<file path="src/hdl/rgb_conv3x3_zero_pad_top_macros.svh">
// Assertion helpers for the RGB 3x3 convolution block.
// Both macros sample on aclk and stand down while aresetn is low.
`ifndef RGB_CONV3X3_ZERO_PAD_TOP_MACROS_SVH
`define RGB_CONV3X3_ZERO_PAD_TOP_MACROS_SVH

`ifndef SYNTH
// Same-cycle implication.
`define RCZ_ASSERT_IMP(name, ante, cons) \
    name: assert property (@(posedge aclk) disable iff (!aresetn) (ante) |-> (cons)) \
        else $error("rcz: same-cycle check failed");
// Next-cycle implication.
`define RCZ_ASSERT_NEXT(name, ante, cons) \
    name: assert property (@(posedge aclk) disable iff (!aresetn) (ante) |=> (cons)) \
        else $error("rcz: next-cycle check failed");
`else
`define RCZ_ASSERT_IMP(name, ante, cons)
`define RCZ_ASSERT_NEXT(name, ante, cons)
`endif

`endif

</file>
<file path="src/hdl/rcz_pkg.sv">
`timescale 1ns / 1ps

package rcz_pkg;

    localparam int PIX_W          = 8;
    localparam int CH_N           = 3;
    localparam int ROWS           = 3;
    localparam int WIN_COLS       = 3;
    localparam int TAP_W          = 16;
    localparam int COEF_FRAC_BITS = 8;

    localparam int IMG_W_W    = 11;
    localparam int IMG_H_W    = 16;
    localparam int COEF_W     = TAP_W * WIN_COLS;
    localparam int CFG_DATA_W = 48;
    localparam int CFG_IDX_W  = 3;

    // pixel (unsigned, widened by a sign bit) times a signed tap
    localparam int PROD_W   = PIX_W + 1 + TAP_W;
    localparam int COLSUM_W = PROD_W + 2;
    localparam int SUM_W    = COLSUM_W + 2;

    typedef enum logic [CFG_IDX_W-1:0] {
        CFG_IMAGE_WIDTH  = 3'd0,
        CFG_IMAGE_HEIGHT = 3'd1,
        CFG_COEF_TOP     = 3'd2,
        CFG_COEF_MID     = 3'd3,
        CFG_COEF_BOT     = 3'd4
    } cfg_index_t;

    typedef logic [PIX_W-1:0] chan_t;

    // red in the low bits
    typedef struct packed {
        chan_t blue;
        chan_t green;
        chan_t red;
    } rgb_t;

    // index 0 is the row above, 2 the row below
    typedef rgb_t [ROWS-1:0] column_t;

    typedef logic signed [TAP_W-1:0] tap_t;
    typedef tap_t [ROWS-1:0] tap_col_t;

    typedef logic signed [COLSUM_W-1:0] colsum_t;
    typedef colsum_t [CH_N-1:0] colsum_vec_t;

    typedef struct packed {
        logic  kind;
        chan_t pix_red;
        chan_t pix_green;
        chan_t pix_blue;
    } in_word_t;

    typedef struct packed {
        chan_t out_red;
        chan_t out_green;
        chan_t out_blue;
        logic  frame_end;
    } out_word_t;

    typedef struct packed {
        logic emit;
        logic last;
        logic row_top_ok;
        logic row_bot_ok;
        logic col_left_ok;
        logic col_right_ok;
    } win_ctl_t;

    typedef struct packed {
        logic [ROWS-1:0] row_ok;
        logic            col_ok;
    } cell_mask_t;

    // negative gives 0, drop the fraction, saturate at full scale
    function automatic chan_t finish_channel(input logic signed [SUM_W-1:0] sum);
        logic signed [SUM_W-1:0] shifted;
        shifted = sum >>> COEF_FRAC_BITS;
        if (sum[SUM_W-1]) begin
            return '0;
        end else if (|shifted[SUM_W-1:PIX_W]) begin
            return '1;
        end else begin
            return shifted[PIX_W-1:0];
        end
    endfunction

endpackage

</file>
<file path="src/hdl/rcz_cell.sv">
`timescale 1ns / 1ps

module rcz_cell import rcz_pkg::*; (
    input  logic        aclk,
    input  logic        aresetn,
    input  logic        shift_en,
    input  column_t     col_in,
    output column_t     col_out,
    input  logic        calc_en,
    input  tap_col_t    taps,
    input  cell_mask_t  mask,
    output colsum_vec_t psum
);

    column_t     col_reg;
    colsum_vec_t psum_reg;
    colsum_vec_t psum_next;

    logic signed [TAP_W-1:0]    tap_eff;
    logic [PIX_W-1:0]           px;
    logic signed [PROD_W-1:0]   prod;
    logic signed [COLSUM_W-1:0] acc;

    // hold one window column, hand it to the left neighbour on a shift
    always_ff @(posedge aclk) begin
        if (!aresetn) begin
            col_reg <= '0;
        end else if (shift_en) begin
            col_reg <= col_in;
        end
    end

    // weight the column with this position's taps; drop rows and columns outside the frame
    always_comb begin
        tap_eff = '0;
        px      = '0;
        prod    = '0;
        acc     = '0;
        for (int ch = 0; ch < CH_N; ch++) begin
            acc = '0;
            for (int r = 0; r < ROWS; r++) begin
                tap_eff = (mask.row_ok[r] && mask.col_ok) ? $signed(taps[r]) : '0;
                px      = col_reg[r][ch*PIX_W +: PIX_W];
                prod    = $signed({1'b0, px}) * tap_eff;
                acc     = acc + COLSUM_W'(prod);
            end
            psum_next[ch] = acc;
        end
    end

    always_ff @(posedge aclk) begin
        if (calc_en) begin
            psum_reg <= psum_next;
        end
    end

    assign col_out = col_reg;
    assign psum    = psum_reg;

endmodule
</file>
<file path="config.mk">
export PLATFORM = sky130hd
export DESIGN_NAME = rcz_cell
export DESIGN_NICKNAME = d
export VERILOG_FILES = /design/src/hdl/rgb_conv3x3_zero_pad_top_macros.svh /design/src/hdl/rcz_pkg.sv /design/src/hdl/rcz_cell.sv
export SDC_FILE = /design/constraint.sdc
export NUM_CORES = 2
export LEC_CHECK = 0
export ABC_AREA = 1
export BUFFER_PORTS_ARGS = -buffer_cell sky130_fd_sc_hd__clkbuf_2
export CAP_MARGIN = 20
export CORE_ASPECT_RATIO = 2
export CORE_MARGIN = 2
export CORE_UTILIZATION = 40
export DETAILED_ROUTE_END_ITERATION = 10
export GPL_TIMING_DRIVEN = 0
export PLACE_DENSITY = 0.6
export SYNTH_ARGS = -nofsm -noshare
export SYNTH_HDL_FRONTEND = slang
export SYNTH_SLANG_ARGS = --single-unit
</file>
<file path="constraint.sdc">
create_clock -name aclk -period 7.1 [get_ports aclk]
set_clock_uncertainty 0.15 [all_clocks]
set_input_delay 0 -clock aclk [delete_from_list [all_inputs] [get_ports aclk]]
set_output_delay 0 -clock aclk [all_outputs]
set_load 0.03 [all_outputs]
</file>
==> reports/metrics.yaml <==
ys_seq_elements: 153
stdcell_count: 7872
die-area_um2: 126000
worstPathCellList: "clkbuf_2 -> nand2_1 -> inv_2 -> nand2_1 -> clkinv_1 -> nand2_1 -> fa_1 -> fa_1 -> inv_1 -> fa_1 -> fa_1 -> fa_1 -> fa_1 -> inv_1 -> fa_1 -> inv_1 -> ha_1 -> nand2_1 -> nor2_1 -> nand2_1 -> inv_1 -> nand2_1 -> nand2_1 -> xor2_1"
drv_cap: 0
busiest_layer: "met2"
critical_path.slowest_cell: "clkinv_1"
cp.required_ps: 7230
fin_crit_sh_pct: 98.7
grt.total_usage_pct: 30.6
powerDensity_nw_per_um2: 143
first_iter_violations: 2835
dp.cells: 7745
synth_ff_type: "edfxtp_1"
ant_nets: 0
grt_pass1_wl_mm: 273
wl_mm: 186
clk_pin_slew_ps: 110
cts_inserted_buffers: 17
synthTopCellsByArea: "fa_1 49%, inv_1 14%, ha_1 9.3%, nand2_1 8.1%, nor2_1 5.0%"
start_util_pct: 40.2
met3_usage_pct: 4.74
synth-edff-count: 81
drc_errors: 0
slowest_delay_ps: 620
synth_common_cells: "1788 x inv_1, 1203 x fa_1, 1063 x nand2_1, 654 x nor2_1, 366 x ha_1"
drive_above_1_share_pct: 9.20
drt_pass1_iterations: 6
cts.sinks: 153
use_met1_pct: 34.3
crit_buf_inv: 7
grt_pass1_vias: 43000
root_buffer: "clkbuf_16"
syn_area_um2: 49300
core-area_um2: 123000
setup_viol: 0
insertion_delay_ps: 570
outcome: "finished, final reports clean"
die_x_um: 252
path_class: "primary input to flop"
p_clk_share_pct: 13.2
tightest_slew_ps: 1180
cts.path.max_buffers: 2
cts_tree: "built"
seqPwrFrac_pct: 18.0
design_area_um2: 54600
synth_area_per_cell_um2: 8.36
dp_hpwl_mm: 166
yosys_warnings: 0
setup_ws_ps: 91.2
async_reset_ff_share_pct: 0
fill_cells: 12400
synth_top_area_share_pct: 48.8
clock.fmax_mhz: 143
fp.dieH_um: 501
slew_headroom_pct: 21.2
p_sw_uw: 4320
cp-start-kind: "primary input"
pwr-share-comb_pct: 68.8
grt_setup_unrepaired: "yes"
yosysTopAreaCell: "fa_1"
power_uw: 7790
cts.htree.levels: 4
min_period_ps: 7010
syn_nets: 7597
pin_count: 281
vias: 39700
largest_register_ffs: 81
antenna_found_initial: 9
wl_per_cell_um: 23.6
endpoint_kind: "flop"
cpLargestDelayFamily: "adder cells"
post-route-util_pct: 44.5
ys_seq_area_share_pct: 7.86
portBuffers: 279
hold_class: "primary input to flop"
yosysMostFrequentCell: "inv_1"
grt_util_met2_pct: 51.2
areaGrowthSynthToFinish_pct: 10.6
vias_per_cell: 5.04
p_int_uw: 3470
nets: 7989
rows: 182
yosysUniqueCellTypes: 31
slew_viol_final: 0
arrival_ps: 7140
ir_worst_vdd_mv: 0.233
p_sw_share_pct: 55.4
dp_slack_ps: -1030
final_hold_viol_count: 0
worstPathMaxFanout: 9
grt_max_degree: 54
syn_inst: 5900
grt.overflow.total: 0
gp_congestion: 1.01
p_leak_uw: 0.0295
place_area_um2: 52700
power by group through the flow:
stage | clock network, uW | logic (uW) | registers (uW)
4_1_cts | 1050 | 5320 | 1400
3_3_place_gp | 0 | 5220 | 1420
2_1_floorplan | 0 | 2960 | 1840
3_5_place_dp | 0 | 5270 | 1420
5_1_grt | 1060 | 5930 | 1420
6_report | 1030 | 5360 | 1400
kinds of logic (layout without fill, tap and decap cells):
| group | count (synthesis) | after routing | share of synthesized area [%] |
|---|---|---|---|
| xor gates and xnor gates | 51 | 51 | 0.906 |
| adders and majority gates | 1569 | 1569 | 58.1 |
| DFF | 153 | 153 | 7.86 |
| and+or+nand+nor | 1903 | 1903 | 15.3 |
| other | 0 | 3 | 0 |
| AOI/OAI and AO/OA | 213 | 213 | 2.23 |
| buffers and inverters | 2011 | 2416 | 15.6 |
layout make-up:
cell class / instances / area, um2 / area share (%)
Multi-Input combinational cell: 3736 / 37900 / 69.5
Antenna cell: 3 / 7.51 / 0.0138
Buffer: 150 / 749 / 1.37
Clock inverter: 14 / 154 / 0.282
Clock buffer: 18 / 429 / 0.787
Tap cell: 1564 / 1960 / 3.59
Sequential cell: 153 / 3890 / 7.12
Inverter: 1852 / 7040 / 12.9
Timing Repair Buffer: 382 / 2390 / 4.38
stage by stage:
step / hold slack, ps / setup TNS, ps
after detailed placement: 138 / -26380
after CTS: 73.2 / 0
after global routing: 111 / -6.27
final: 90.7 / 0
after floorplan: -37.5 / 0
after global placement: 135 / -23520
cell usage in the layout (no fill, tap or decap), types with 33 or more instances in the layout:
cell type | netlist | layout
buf_2 | 40 | 35
edfxtp_1 | 81 | 81
nor2_1 | 654 | 644
dfxtp_1 | 72 | 63
o21ai_0 | 72 | 72
a21oi_1 | 127 | 125
nand3_1 | 72 | 72
nand2_1 | 1063 | 1049
nor2_2 | 26 | 33
xor2_1 | 40 | 40
ha_1 | 366 | 363
inv_1 | 1788 | 1776
buf_4 | 13 | 38
clkbuf_1 | 92 | 62
fa_1 | 1203 | 1199
clkbuf_2 | 0 | 301
dlygate4sd3_1 | 0 | 74
worst paths after layout:
path          startpoint           to  slack (ps)  depth (start not counted)
max              mask[0]     psum[44]          90                         24
min reg2reg  col_out[50]  col_out[50]         420                          2
max reg2reg  col_out[56]     psum[44]         190                         22
min           col_in[15]  col_out[15]          90                          4
what timing repair did:
action                     CTS  global route
setup buffers                1            25
setup endpoints to repair   27            36
hold buffers                74             0
gates resized for setup     15           135
hold endpoints to repair    75             0
worst register-to-register path, delay by kind of cell (launching register included):
kind	cells	cell delay [ps]
buf+inv	6	830
simple gates	7	940
xor+xnor	1	430
fa+ha+maj	8	3880
flops	1	400
metal layers:
layer | up-vias | share of wire [%]
met2 | 1722 | 48
li1 | 17400 | -
met5 | - | 0.030
met3 | 518 | 6.9
met4 | 8 | 10
met1 | 20000 | 35
Note: power is estimated with default switching activity, not from simulation.
